**config.mk**
```make
export PLATFORM = sky130hd
export DESIGN_NAME = dnf_front
export DESIGN_NICKNAME = d
export VERILOG_FILES = /design/src/design/dnf_pkg.sv /design/src/design/dnf_front.sv
export SDC_FILE = /design/constraint.sdc
export NUM_CORES = 1
export LEC_CHECK = 0
export BUFFER_PORTS_ARGS = -buffer_cell sky130_fd_sc_hd__buf_2
export CAP_MARGIN = 5
export CORE_UTILIZATION = 52
export DETAILED_ROUTE_END_ITERATION = 7
export PLACE_DENSITY_LB_ADDON = 0.3
export SYNTH_ARGS = -nofsm -noshare
export SYNTH_HDL_FRONTEND = slang
export SYNTH_SLANG_ARGS = --single-unit
```
**constraint.sdc**
```tcl
create_clock -name clk -period 5.71 [get_ports clk]
set_clock_uncertainty 0.2 [all_clocks]
set_input_delay 0.2855 -clock clk [delete_from_list [all_inputs] [get_ports clk]]
set_output_delay 0.2855 -clock clk [all_outputs]
set_load 0.005 [all_outputs]
```
**src/design/dnf_pkg.sv**
```systemverilog
package dnf_pkg;

	localparam int DEPTH_DEF    = 4096;
	localparam int KEY_BITS_DEF = 64;

	localparam int CNT_W      = 13;
	localparam int OP_W       = 3;
	localparam int CFG_IDX_W  = 4;
	localparam int CFG_DATA_W = 64;
	localparam int EVICT_W    = 8;
	localparam int MARKS_W    = 7;
	localparam int GROW_W     = 12;
	localparam int SHRINK_W   = 10;
	localparam int FRAC_W     = 10;

	// unity scale in the 10 fraction bit format
	localparam logic [GROW_W-1:0] FIX_ONE = GROW_W'(1024);

	// opcodes on the input channel
	localparam logic [OP_W-1:0] OP_QUERY  = 3'd0;
	localparam logic [OP_W-1:0] OP_ADD    = 3'd1;
	localparam logic [OP_W-1:0] OP_MARK   = 3'd2;
	localparam logic [OP_W-1:0] OP_ADJUST = 3'd3;
	localparam logic [OP_W-1:0] OP_INIT   = 3'd4;

	// item classes handed from front to back
	localparam logic [2:0] CL_QUERY  = 3'd0;
	localparam logic [2:0] CL_ADD    = 3'd1;
	localparam logic [2:0] CL_MARK   = 3'd2;
	localparam logic [2:0] CL_ADJUST = 3'd3;
	localparam logic [2:0] CL_INIT   = 3'd4;
	localparam logic [2:0] CL_NONE   = 3'd7;

	// configuration register indexes
	localparam logic [CFG_IDX_W-1:0] REG_MIN_CAP   = 4'd0;
	localparam logic [CFG_IDX_W-1:0] REG_MAX_CAP   = 4'd1;
	localparam logic [CFG_IDX_W-1:0] REG_INIT_CAP  = 4'd2;
	localparam logic [CFG_IDX_W-1:0] REG_EXP_MARKS = 4'd3;
	localparam logic [CFG_IDX_W-1:0] REG_GROW      = 4'd4;
	localparam logic [CFG_IDX_W-1:0] REG_SHRINK    = 4'd5;
	localparam logic [CFG_IDX_W-1:0] REG_EVICT_LIM = 4'd6;
	localparam logic [CFG_IDX_W-1:0] REG_MARK_KEY  = 4'd7;

	typedef struct packed {
		logic [CNT_W-1:0]      min_cap;
		logic [CNT_W-1:0]      max_cap;
		logic [CNT_W-1:0]      init_cap;
		logic [MARKS_W-1:0]    exp_marks;
		logic [GROW_W-1:0]     grow;
		logic [SHRINK_W-1:0]   shrink;
		logic [EVICT_W-1:0]    evict_lim;
		logic [CFG_DATA_W-1:0] mark_key;
	} cfg_t;

endpackage

```
**src/design/dnf_front.sv**
```systemverilog
module dnf_front #(
	parameter int KEY_BITS = dnf_pkg::KEY_BITS_DEF
) (
	input  logic                      clk,
	input  logic                      arst_n,
	input  logic                      in_valid,
	output logic                      in_stall,
	input  logic [dnf_pkg::OP_W-1:0]  opcode,
	input  logic [KEY_BITS-1:0]       entry_key,
	output logic                      q_valid,
	output logic [2:0]                q_cls,
	output logic [KEY_BITS-1:0]       q_key,
	input  logic                      q_take
);
	import dnf_pkg::*;

	logic [2:0]          cls_q [2];
	logic [KEY_BITS-1:0] key_q [2];
	logic                wr_ptr_q;
	logic                rd_ptr_q;
	logic [1:0]          cnt_q;
	logic [2:0]          cls_in;
	logic                push;
	logic                pop;

	always_comb begin
		unique case (opcode)
			OP_QUERY:  cls_in = CL_QUERY;
			OP_ADD:    cls_in = CL_ADD;
			OP_MARK:   cls_in = CL_MARK;
			OP_ADJUST: cls_in = CL_ADJUST;
			OP_INIT:   cls_in = CL_INIT;
			default:   cls_in = CL_NONE;
		endcase
	end

	assign in_stall = (cnt_q == 2'd2);
	assign push     = in_valid && !in_stall;
	assign q_valid  = (cnt_q != 2'd0);
	assign pop      = q_take && q_valid;
	assign q_cls    = cls_q[rd_ptr_q];
	assign q_key    = key_q[rd_ptr_q];

	always_ff @(posedge clk) begin
		if (push) begin
			cls_q[wr_ptr_q] <= cls_in;
			key_q[wr_ptr_q] <= entry_key;
		end
	end

	always_ff @(posedge clk or negedge arst_n) begin
		if (!arst_n) begin
			wr_ptr_q <= 1'b0;
			rd_ptr_q <= 1'b0;
			cnt_q    <= 2'd0;
		end else begin
			if (push)
				wr_ptr_q <= !wr_ptr_q;
			if (pop)
				rd_ptr_q <= !rd_ptr_q;
			unique case ({push, pop})
				2'b10:   cnt_q <= cnt_q + 2'd1;
				2'b01:   cnt_q <= cnt_q - 2'd1;
				default: cnt_q <= cnt_q;
			endcase
		end
	end

endmodule

```
======== Word-level counts from Yosys, hierarchy flattened ========
Memory sizes are Yosys's and may differ from the RTL's.
Cells that the tools add are included.
storage, ports and cells
  register bits after elaboration ......... 4
  bits in writable memories ............... 134
  input port bits ......................... 71
  output and inout port bits .............. 69
  word-level logic and storage cells ...... 26
  memories kept ........................... 2
operators by class
  add/subtract/negate cells ............... 2
  equality and inequality tests ........... 7
  muxes and demuxes ....................... 4
  reduce and logical (&&, ||, !) cells .... 8
memory list
  name   words  width  read ports  clocked after Yosys merged registers in  write ports  RTL line         source
  key_q  2      64     1           0                                        1            dnf_front.sv:18  logic [KEY_BITS-1:0] key_q [2];
  cls_q  2      3      1           0                                        1            dnf_front.sv:17  logic [2:0] cls_q [2];
operator list
  kind                                               count
  one-hot mux 3 bit (5 select lines)                 1
  == test 3 x 2 -> 1 bit (second input constant)     2
  == test 2 bit (second input constant)              2
  one-hot mux 2 bit (2 select lines)                 1
  nonzero test 2 bit                                 2
  == test 3 x 1 -> 1 bit (second input constant)     1
  == test 3 bit (second input constant)              1
  logical NOT 1 bit                                  3
  logical NOT 3 bit                                  1
  adder 2 x 1 -> 2 bit (second input constant)       1
  == test 2 x 1 -> 1 bit (second input constant)     1
  logical AND 1 bit                                  2
  2-to-1 mux 1 bit                                   2
  subtractor 2 x 1 -> 2 bit (second input constant)  1

======== Logic depth before layout (Yosys ltp) ========
Gate-level depths: netlist of the first run.
  depth in word-level cells ............... 5
  gate-level depth with buffers ........... 6
  gate-level depth less buffers ........... 6

======== Least setup slack after synthesis of the first run ========
OpenSTA, ideal clock, no wires.
  kind .................................... register -> register
  start ................................... register cnt_q[0]
  end ..................................... memory cls_q[0][0], enable pin
  setup time .............................. 0.492 ns
  arrival time ............................ 3.430 ns
  data required time ...................... 5.018 ns
  setup slack ............................. 1.588 ns
  cell stages (with the launch flop) ...... 4
  path buffers ............................ 0
  period minus slack after synthesis ...... 4.122 ns
  cells stage by stage .................... dfrtp_1 > nand2b_1 > nand2_1 > nor2_1
between the ends
  cells in the longest elaborated chain, start to end .. 5
ends and longest elaborated chain
  what                                    RTL line         source
  start, declared                         dnf_front.sv:21  logic [1:0] cnt_q;
  start signal, assigned                  dnf_front.sv:62  2'b10: cnt_q <= cnt_q + 2'd1;
  start signal, assigned                  dnf_front.sv:63  2'b01: cnt_q <= cnt_q - 2'd1;
  start signal, assigned                  dnf_front.sv:64  default: cnt_q <= cnt_q;
  == test 2 bit                           dnf_front.sv:37  assign in_stall = (cnt_q == 2'd2);
  logical NOT 1 bit                       dnf_front.sv:38  assign push = in_valid && !in_stall;
  logical AND 1 bit                       dnf_front.sv:38
  2-to-1 mux 1 bit                        dnf_front.sv:45  if (push) begin
  2-to-1 mux 1 bit (implied by the code)  dnf_front.sv:46  cls_q[wr_ptr_q] <= cls_in;
  end, declared                           dnf_front.sv:17
No other way between the ends.

======== Worst setup path in the final report of the first run ========
  start ................................... register cnt_q[0]
  end ..................................... memory key_q[0][30] (netlist bit), enable pin
between the ends
  cells in the longest elaborated chain, start to end .. 5
ends and longest elaborated chain
  what                                    RTL line         source
  == test 2 bit                           dnf_front.sv:37
  logical NOT 1 bit                       dnf_front.sv:38
  logical AND 1 bit                       dnf_front.sv:38
  2-to-1 mux 1 bit                        dnf_front.sv:45
  2-to-1 mux 1 bit (implied by the code)  dnf_front.sv:47  key_q[wr_ptr_q] <= entry_key;
  end, declared                           dnf_front.sv:18
No other way between the ends.

==> results.json, run 1 <==
{
  "outcome": "finished clean",
  "hold_viol": 0,
  "first_pass_iters": 4,
  "htreeDepth": 4,
  "drtIter0Drc": 108,
  "grt_antenna_before_repair": 0,
  "ant_nets": 0,
  "initial_utilization_pct": 54.6,
  "design_area_um2": 7260,
  "syn_area_um2": 5140,
  "die_area_um2": 10300,
  "num_rows": 35,
  "core_um2": 9420,
  "n_antenna_cell": 0,
  "met2_length_mm": 4.86,
  "holdPathStages": 2,
  "drive_gt1_share_pct": 51.8,
  "max_slew_margin_pct": 24.6,
  "synth-seq-cells": 138,
  "cap_violations": 0,
  "final.min_clock_period_ns": 2.71,
  "hold_ws_ns": 0.293,
  "endpoint_kind": "register",
  "powerDensity_nw_per_um2": 478,
  "ys_types": 19,
  "wl_mm": 9.37,
  "cts_tree": "built",
  "placed_cell_area_um2": 5950,
  "seq_area_frac_synth_pct": 80.2,
  "syn_nets": 302,
  "num_vias": 2907,
  "clk_path_buf_depth": 2,
  "numCtsBuffers": 17,
  "period_share_pct": 47.4,
  "synthCells": 230,
  "total_power_mw": 3.47,
  "hpwlAfterDp_mm": 5.12,
  "cts_setup_buffers": 0,
  "critPathLaunchType": "register",
  "fillers": 535,
  "die_w_um": 101,
  "grt_pass1_vias": 2968,
  "io_pins": 140,
  "routed_via_density": 4.89,
  "grt_max_degree": 69,
  "detail_route.wl_per_cell_um": 15.8,
  "ir_worst_vdd_v": 0.000282,
  "grt_pass1_wl_mm": 14.0,
  "clock-sinks": 138,
  "wirelength_met1_mm": 3.91,
  "track_usage_pct": 18.9,
  "grt_overflow": 0,
  "rsz0062_at_grt": "false",
  "wl_met3_um": 453,
  "p_leak_nw": 2.84,
  "drcViolationCount": 0,
  "max_freq_mhz": 369,
  "arrival_ns": 2.67,
  "finalMaxSlewViolations": 0,
  "cts_root_buffer": "clkbuf_8",
  "min_path_type": "input pin to register",
  "insertion_delay_ns": 0.51,
  "synth_warnings": 0,
  "syn_avg_cell_area_um2": 22.4,
  "synthToLayoutAreaGrowth_pct": 41.1,
  "tns_ns": 0,
  "nets": 524,
  "worstSetupPathType": "register to register",
  "gp_congestion": 0.636,
  "dr.max_layer_used": "met4",
  "worst_pin_slew_ns": 1.13,
  "io_buffer_count": 139,
  "rr_worst_depth": 4,
  "clkSlewWorstSetupHoldPaths_ns": 0.06,
  "die_y_um": 101,
  "cp_max_fo": 39,
  "setup_violations": 0,
  "crit_required_ns": 5.67
}
[state kept, by name, summed over array words and instances (netlist names)]
signal / flops
rd_ptr_q: 1
wr_ptr_q: 1
key_q: 128
cls_q: 6
cnt_q: 2
[final timing paths]
check	start	to	slack [ns]
max in group asynchronous	arst_n	rd_ptr_q$_DFFE_PN0P_	4.63
worst min register to register	cnt_q[1]$_DFFE_PN0P_	cnt_q[1]$_DFFE_PN0P_	0.32
worst min-delay path	entry_key[38]	key_q[1][38]$_DFFE_PP_	0.29
min in group asynchronous	arst_n	cnt_q[0]$_DFFE_PN0P_	0.48
worst max register to register	cnt_q[0]$_DFFE_PN0P_	key_q[0][30]$_DFFE_PP_	3.00
worst max-delay path	cnt_q[0]$_DFFE_PN0P_	key_q[0][30]$_DFFE_PP_	3.00
[cell usage after synthesis (all sizes together)]
library cell / number / area (um2)
edfxtp: 134 / 4020
mux2: 67 / 830
buf: 8 / 72.6
dfrtp: 4 / 100
xnor2: 3 / 26.3
a21o: 2 / 15.0
nor2: 2 / 7.51
xor2: 2 / 17.5
and2: 1 / 8.76
and3: 1 / 6.26
clkbuf: 1 / 3.75
ha: 1 / 12.5
inv: 1 / 3.75
nand2: 1 / 3.75
nand2b: 1 / 6.26
or2: 1 / 6.26
[layout by cell type, fill, tap and decap left out, drive strengths merged]
cell type	n
nand2	1
nor2	2
xnor2	3
a21o	2
clkbuf	20
clkinv	4
and3	1
edfxtp	134
or2	1
mux2	67
nand2b	1
bufinv	3
ha	1
clkinvlp	1
xor2	2
inv	5
dlygate4sd3	72
buf	140
dfrtp	4
and2	1
[routing by layer]
metal / vias up / global-route usage (%)
li1: 1355 / -
met1: 1416 / 21.5
met2: 121 / 33.2
met3: 15 / 5.80
met4: 0 / 7.92
met5: - / 0
[layout make-up]
type	count	area, um2	share of cell area [%]
Clock buffer	20	425	5.86
Clock inverter	12	164	2.26
Inverter	1	3.75	0.0517
Multi-Input combinational cell	82	952	13.1
Sequential cell	138	4130	56.9
Tap cell	129	161	2.22
Timing Repair Buffer	212	1420	19.6
[per-stage QoR]
stage / utilization [%] / setup WS (ns) / std cells
3_3_place_gp: 63.2 / 3.07 / 490
6_report: 77.1 / 3.00 / 594
5_1_grt: 77.1 / 2.84 / 594
2_1_floorplan: - / 1.59 / 230
4_1_cts: 77.1 / 2.95 / 594
3_5_place_dp: 63.2 / 2.95 / 490
[worst max-delay path, stage by stage (launching register included)]
cell      delay, ns
dfrtp_1        0.40
nand2b_1       0.19
nand2_1        0.16
nor2_4         0.88
buf_4          0.51
[timing repair]
action	CTS	global route
resized for setup	0	0
hold endpoints to repair	140	0
hold buffers	72	0
[cell families (layout without fill, tap and decap cells)]
| logic type | after synthesis | after routing | synth area share [%] |
|---|---|---|---|
| multiplexers | 67 | 67 | 16.1 |
| adder cells (fa/ha/maj) | 1 | 1 | 0.243 |
| AND/OR/NAND/NOR | 7 | 7 | 0.754 |
| buffers and inverters | 10 | 245 | 1.56 |
| flip-flops | 138 | 138 | 80.2 |
| AO/OA/AOI/OAI | 2 | 2 | 0.292 |
| XOR/XNOR | 5 | 5 | 0.852 |
[power breakdown]
| group | leakage [nW] | switching, mW | internal (mW) | total, mW |
|---|---|---|---|---|
| registers | 1.29 | 0.161 | 1.39 | 1.55 |
| logic | 1.26 | 0.341 | 0.491 | 0.832 |
| clock network | 0.285 | 0.411 | 0.672 | 1.08 |
Power figures use the tool's default switching activity.
==> run 2, diff against run 1 <==
- clock period: 5.71 -> 2.5 ns (I/O delays scaled with it)
==> run 2 against run 1 <==
- critical path depth fell by 1
- sequential cell count unchanged
- combinational power rose to 2.5 times the previous value
- largest power group unchanged
==> results.json, run 2 (synthesis results as in run 1) <==
{
  "outcome": "finished clean",
  "crit_required_ns": 2.17,
  "numCtsBuffers": 17,
  "cap_violations": 0,
  "drcViolationCount": 0,
  "synthToLayoutAreaGrowth_pct": 41.8,
  "routed_via_density": 4.80,
  "worstSetupPathType": "register to output port",
  "reg_top3": "key_q: 128 flops, cls_q: 6 flops, cnt_q: 2 flops",
  "tns_ns": 0,
  "clock-sinks": 138,
  "ctsResizeCount": 0,
  "insertion_delay_ns": 0.51,
  "num_vias": 2876,
  "grt_max_degree": 38,
  "max_slew_margin_pct": 66.6,
  "final_util_pct": 77.5,
  "dr.max_layer_used": "met4",
  "max_freq_mhz": 416,
  "setup_violations": 0,
  "ir_worst_vdd_v": 0.000590,
  "die_y_um": 101,
  "wl_met3_um": 592,
  "io_pins": 140,
  "detail_route.wl_per_cell_um": 15.7,
  "p_leak_nw": 2.86,
  "final_cell_mix": "buf_2 (139), edfxtp_1 (134), dlygate4sd3_1 (72), mux2_2 (47), mux2_4 (20)",
  "hold_viol": 0,
  "rsz0062_at_grt": "false",
  "num_rows": 35,
  "htreeDepth": 4,
  "cts_root_buffer": "clkbuf_8",
  "top_register": "key_q",
  "finalMaxSlewViolations": 0,
  "r2r_slack_ns": 0.69,
  "drive_gt1_share_pct": 52.6,
  "io_buffer_count": 139,
  "arrival_ns": 2.08,
  "critPathLaunchType": "register",
  "initial_utilization_pct": 54.6,
  "min_path_type": "input pin to register",
  "met2_length_mm": 4.85,
  "n_antenna_cell": 0,
  "grt_antenna_before_repair": 0,
  "core_um2": 9420,
  "ant_nets": 0,
  "die_area_um2": 10300,
  "track_usage_pct": 19.1,
  "worst_pin_slew_ns": 0.501,
  "cp_max_fo": 30,
  "wirelength_met1_mm": 3.85,
  "clkSlewWorstSetupHoldPaths_ns": 0.06,
  "hpwlAfterDp_mm": 5.65,
  "grt_pass1_vias": 3091,
  "final.min_clock_period_ns": 2.40,
  "first_pass_iters": 4,
  "largest_reg_flops": 128,
  "endpoint_kind": "output port",
  "period_share_pct": 96.1,
  "final_common_cell": "buf_2",
  "grt_pass1_wl_mm": 14.2,
  "clk_path_buf_depth": 2,
  "drtIter0Drc": 90,
  "grt_overflow": 0,
  "cts_tree": "built",
  "powerDensity_nw_per_um2": 1080,
  "die_w_um": 101,
  "nets": 529,
  "wl_mm": 9.43,
  "gp_congestion": 0.746,
  "fillers": 526
}
run 2: through the flow:
stage	area, um2	hold WS [ns]	power [mW]	std cells	setup slack (ns)
finish	7290	0.134	7.89	599	0.0983
global route	7290	0.114	8.25	599	0.00442
CTS	7290	0.113	7.97	599	0.0724
detailed placement	5990	-0.255	5.47	495	0.630
global placement	5990	-0.264	5.41	495	0.658
floorplan	5150	-0.371	4.70	230	0.232
run 2: per-layer routing:
layer | track usage (%) | vias up
met4 | 8.25 | 0
met1 | 20.4 | 1382
met3 | 6.76 | 13
li1 | - | 1369
met5 | 0 | -
met2 | 34.3 | 112
run 2: cell type report:
class / instances / area (um2) / area share (%)
well taps: 129 / 161 / 2.21
flip-flops and latches: 138 / 4130 / 56.6
clock inverters: 15 / 164 / 2.25
repair buffers: 217 / 1470 / 20.2
multi-input cells: 82 / 948 / 13.0
clock buffers: 17 / 414 / 5.68
inverters: 1 / 3.75 / 0.0515
run 2: final timing paths:
kind / start / cells past startpoint / end
setup / recovery: rd_ptr_q$_DFFE_PN0P_ / 3 / q_key[42]
hold / removal: entry_key[32] / 2 / key_q[0][32]$_DFFE_PP_
setup reg to reg: cnt_q[0]$_DFFE_PN0P_ / 4 / key_q[0][36]$_DFFE_PP_
hold reg to reg: cnt_q[1]$_DFFE_PN0P_ / 1 / cnt_q[1]$_DFFE_PN0P_
max in group asynchronous: arst_n / 3 / rd_ptr_q$_DFFE_PN0P_
min in group asynchronous: arst_n / 3 / cnt_q[1]$_DFFE_PN0P_
run 2: repair_timing:
action | CTS | global route
hold buffers | 72 | 0
hold endpoints to repair | 141 | 0
setup buffers | 0 | 0
run 2: critical path, stage by stage (launching register included):
cell and delay (ns):
dfrtp_4 0.72, buf_4 0.33, mux2_2 0.37, buf_2 0.13
run 2: where the power goes:
group,switching (mW),leakage [nW],internal (mW)
clock,0.966,0.277,1.44
sequential,0.238,1.29,3.17
combinational,0.920,1.29,1.16
total,2.12,2.86,5.77
==> run 3, diff against run 2 <==
- clock period: 2.5 -> 2.7 ns (I/O delays scaled with it)
==> run 3 against run 2 <==
- clock-buffer cell count unchanged
- die area unchanged
- sequential cell count unchanged
- design area increased by 0.34%
- non-clock buffer count unchanged
- worst hold slack improved by 0.023 ns
- sequential share of layout area decreased by 0.19 points
- combinational power decreased by 8%
- critical endpoint is now q_cls[1]
- total power decreased by 6.4%
- largest cell class unchanged
- worst setup slack improved by 0.21 ns
- first-iteration DRC count increased by 37%
- utilization increased by 0.27 points
==> results.json, run 3 (synthesis results as in run 1) <==
{
  "die_y_um": 101,
  "grt_overflow": 0,
  "design_area_um2": 7320,
  "crit_required_ns": 2.37,
  "clock-sinks": 138,
  "nets": 529,
  "top_register": "key_q",
  "ir_worst_vdd_v": 0.000774,
  "critPathLaunchType": "register",
  "io_pins": 140,
  "die_area_um2": 10300,
  "p_leak_nw": 2.88,
  "grt_pass1_vias": 3131,
  "num_vias": 2923,
  "hpwlAfterDp_mm": 5.50,
  "cts_root_buffer": "clkbuf_8",
  "place_ws_ns": 0.800,
  "final.min_clock_period_ns": 2.39,
  "setup_violations": 0,
  "arrival_ns": 2.06,
  "insertion_delay_ns": 0.49,
  "first_pass_iters": 4,
  "use_met3_pct": 6.49,
  "endpoint_kind": "output port",
  "outcome": "finished clean",
  "detail_route.wl_per_cell_um": 15.6,
  "gr-usage-met1_pct": 20.4,
  "drtIter0Drc": 123,
  "gp_congestion": 0.714,
  "dp_cells": 495,
  "core_um2": 9420,
  "drcViolationCount": 0,
  "n_antenna_cell": 0,
  "rsz0062_at_grt": "false",
  "clk_path_buf_depth": 2,
  "cts_setup_buffers": 0,
  "cp_max_fo": 31,
  "worst_pin_slew_ns": 0.559,
  "worstSetupPathType": "register to output port",
  "slowest_stage": "dfrtp_4",
  "clkSlewWorstSetupHoldPaths_ns": 0.06,
  "tns_ns": 0,
  "routed_via_density": 4.88,
  "largest_reg_flops": 128,
  "synthToLayoutAreaGrowth_pct": 42.3,
  "finalMaxSlewViolations": 0,
  "grt_max_degree": 42,
  "io_buffer_count": 139,
  "hold_viol": 0,
  "fin_cells": 599,
  "powerDensity_nw_per_um2": 1010,
  "num_rows": 35,
  "final_common_cell": "buf_2",
  "cap_violations": 0,
  "cts_tree": "built",
  "max_slew_margin_pct": 62.7,
  "grt.busiest_layer": "met2",
  "grt_antenna_before_repair": 0,
  "reg_top3": "key_q: 128 flops, cls_q: 6 flops, cnt_q: 2 flops",
  "slowest_delay_ns": 0.77,
  "ant_nets": 0,
  "htreeDepth": 4,
  "initial_utilization_pct": 54.6,
  "min_path_type": "input pin to register",
  "fillers": 532,
  "period_share_pct": 88.6,
  "path_cells": "buf_4 -> mux2_2 -> buf_2",
  "track_usage_pct": 19.3,
  "placed_cell_area_um2": 5990,
  "final_cell_mix": "buf_2 (139), edfxtp_1 (134), dlygate4sd3_1 (72), mux2_2 (47), mux2_4 (20)",
  "wl_mm": 9.37,
  "drive_gt1_share_pct": 52.6,
  "gr-usage-met2_pct": 35.9,
  "fin_ws_ns": 0.307,
  "numCtsBuffers": 17,
  "grt_pass1_wl_mm": 14.3,
  "die_w_um": 101,
  "max_freq_mhz": 418
}
run 3: report_power, final:
part	internal (mW)	leakage (nW)	switching (mW)
sequential	2.94	1.29	0.244
combinational	1.08	1.29	0.832
clock	1.43	0.293	0.864
run 3: worst paths after layout:
check	start	endpoint	slack, ns	cells after the start
max in group asynchronous	arst_n	rd_ptr_q$_DFFE_PN0P_	1.72	3
worst min register to register	cnt_q[1]$_DFFE_PN0P_	cnt_q[1]$_DFFE_PN0P_	0.31	1
worst max-delay path	rd_ptr_q$_DFFE_PN0P_	q_cls[1]	0.31	3
worst max register to register	cnt_q[0]$_DFFE_PN0P_	key_q[0][11]$_DFFE_PP_	0.84	4
min in group asynchronous	arst_n	wr_ptr_q$_DFFE_PN0P_	0.38	3
worst min-delay path	entry_key[37]	key_q[0][37]$_DFFE_PP_	0.16	2
run 3: layer usage:
metal / up-vias / share of wire (%)
met2: 117 / 54
met3: 8 / 6.0
met4: 0 / 0.51
met5: - / 0
met1: 1439 / 40
li1: 1359 / -
run 3: worst max-delay path, delay by kind of cell (launching register included):
| kind | cells | cell delay [ns] |
|---|---|---|
| buf+inv | 2 | 0.44 |
| flops | 1 | 0.77 |
| mux | 1 | 0.36 |
run 3: layout make-up:
cell class / count / area [um2] / share of cell area (%)
clock buffer: 17 / 414 / 5.66
inverter: 1 / 3.75 / 0.0513
tap: 129 / 161 / 2.21
sequential: 138 / 4130 / 56.4
timing repair buffer: 217 / 1470 / 20.1
clock inverter: 15 / 189 / 2.58
multi-input combinational: 82 / 948 / 13.0
run 3: timing repair:
item | CTS | global route
endpoints found under the hold margin | 141 | 0
hold buffers | 72 | 0
resized for setup | 0 | 0
run 3: metrics by stage:
step / util [%] / total power, mW / hold slack (ns)
after global placement: 63.7 / 5.01 / -0.255
after CTS: 77.7 / 7.45 / 0.131
after global routing: 77.7 / 7.74 / 0.132
after floorplan: - / 4.35 / -0.361
after detailed placement: 63.7 / 5.06 / -0.253
final: 77.7 / 7.38 / 0.157
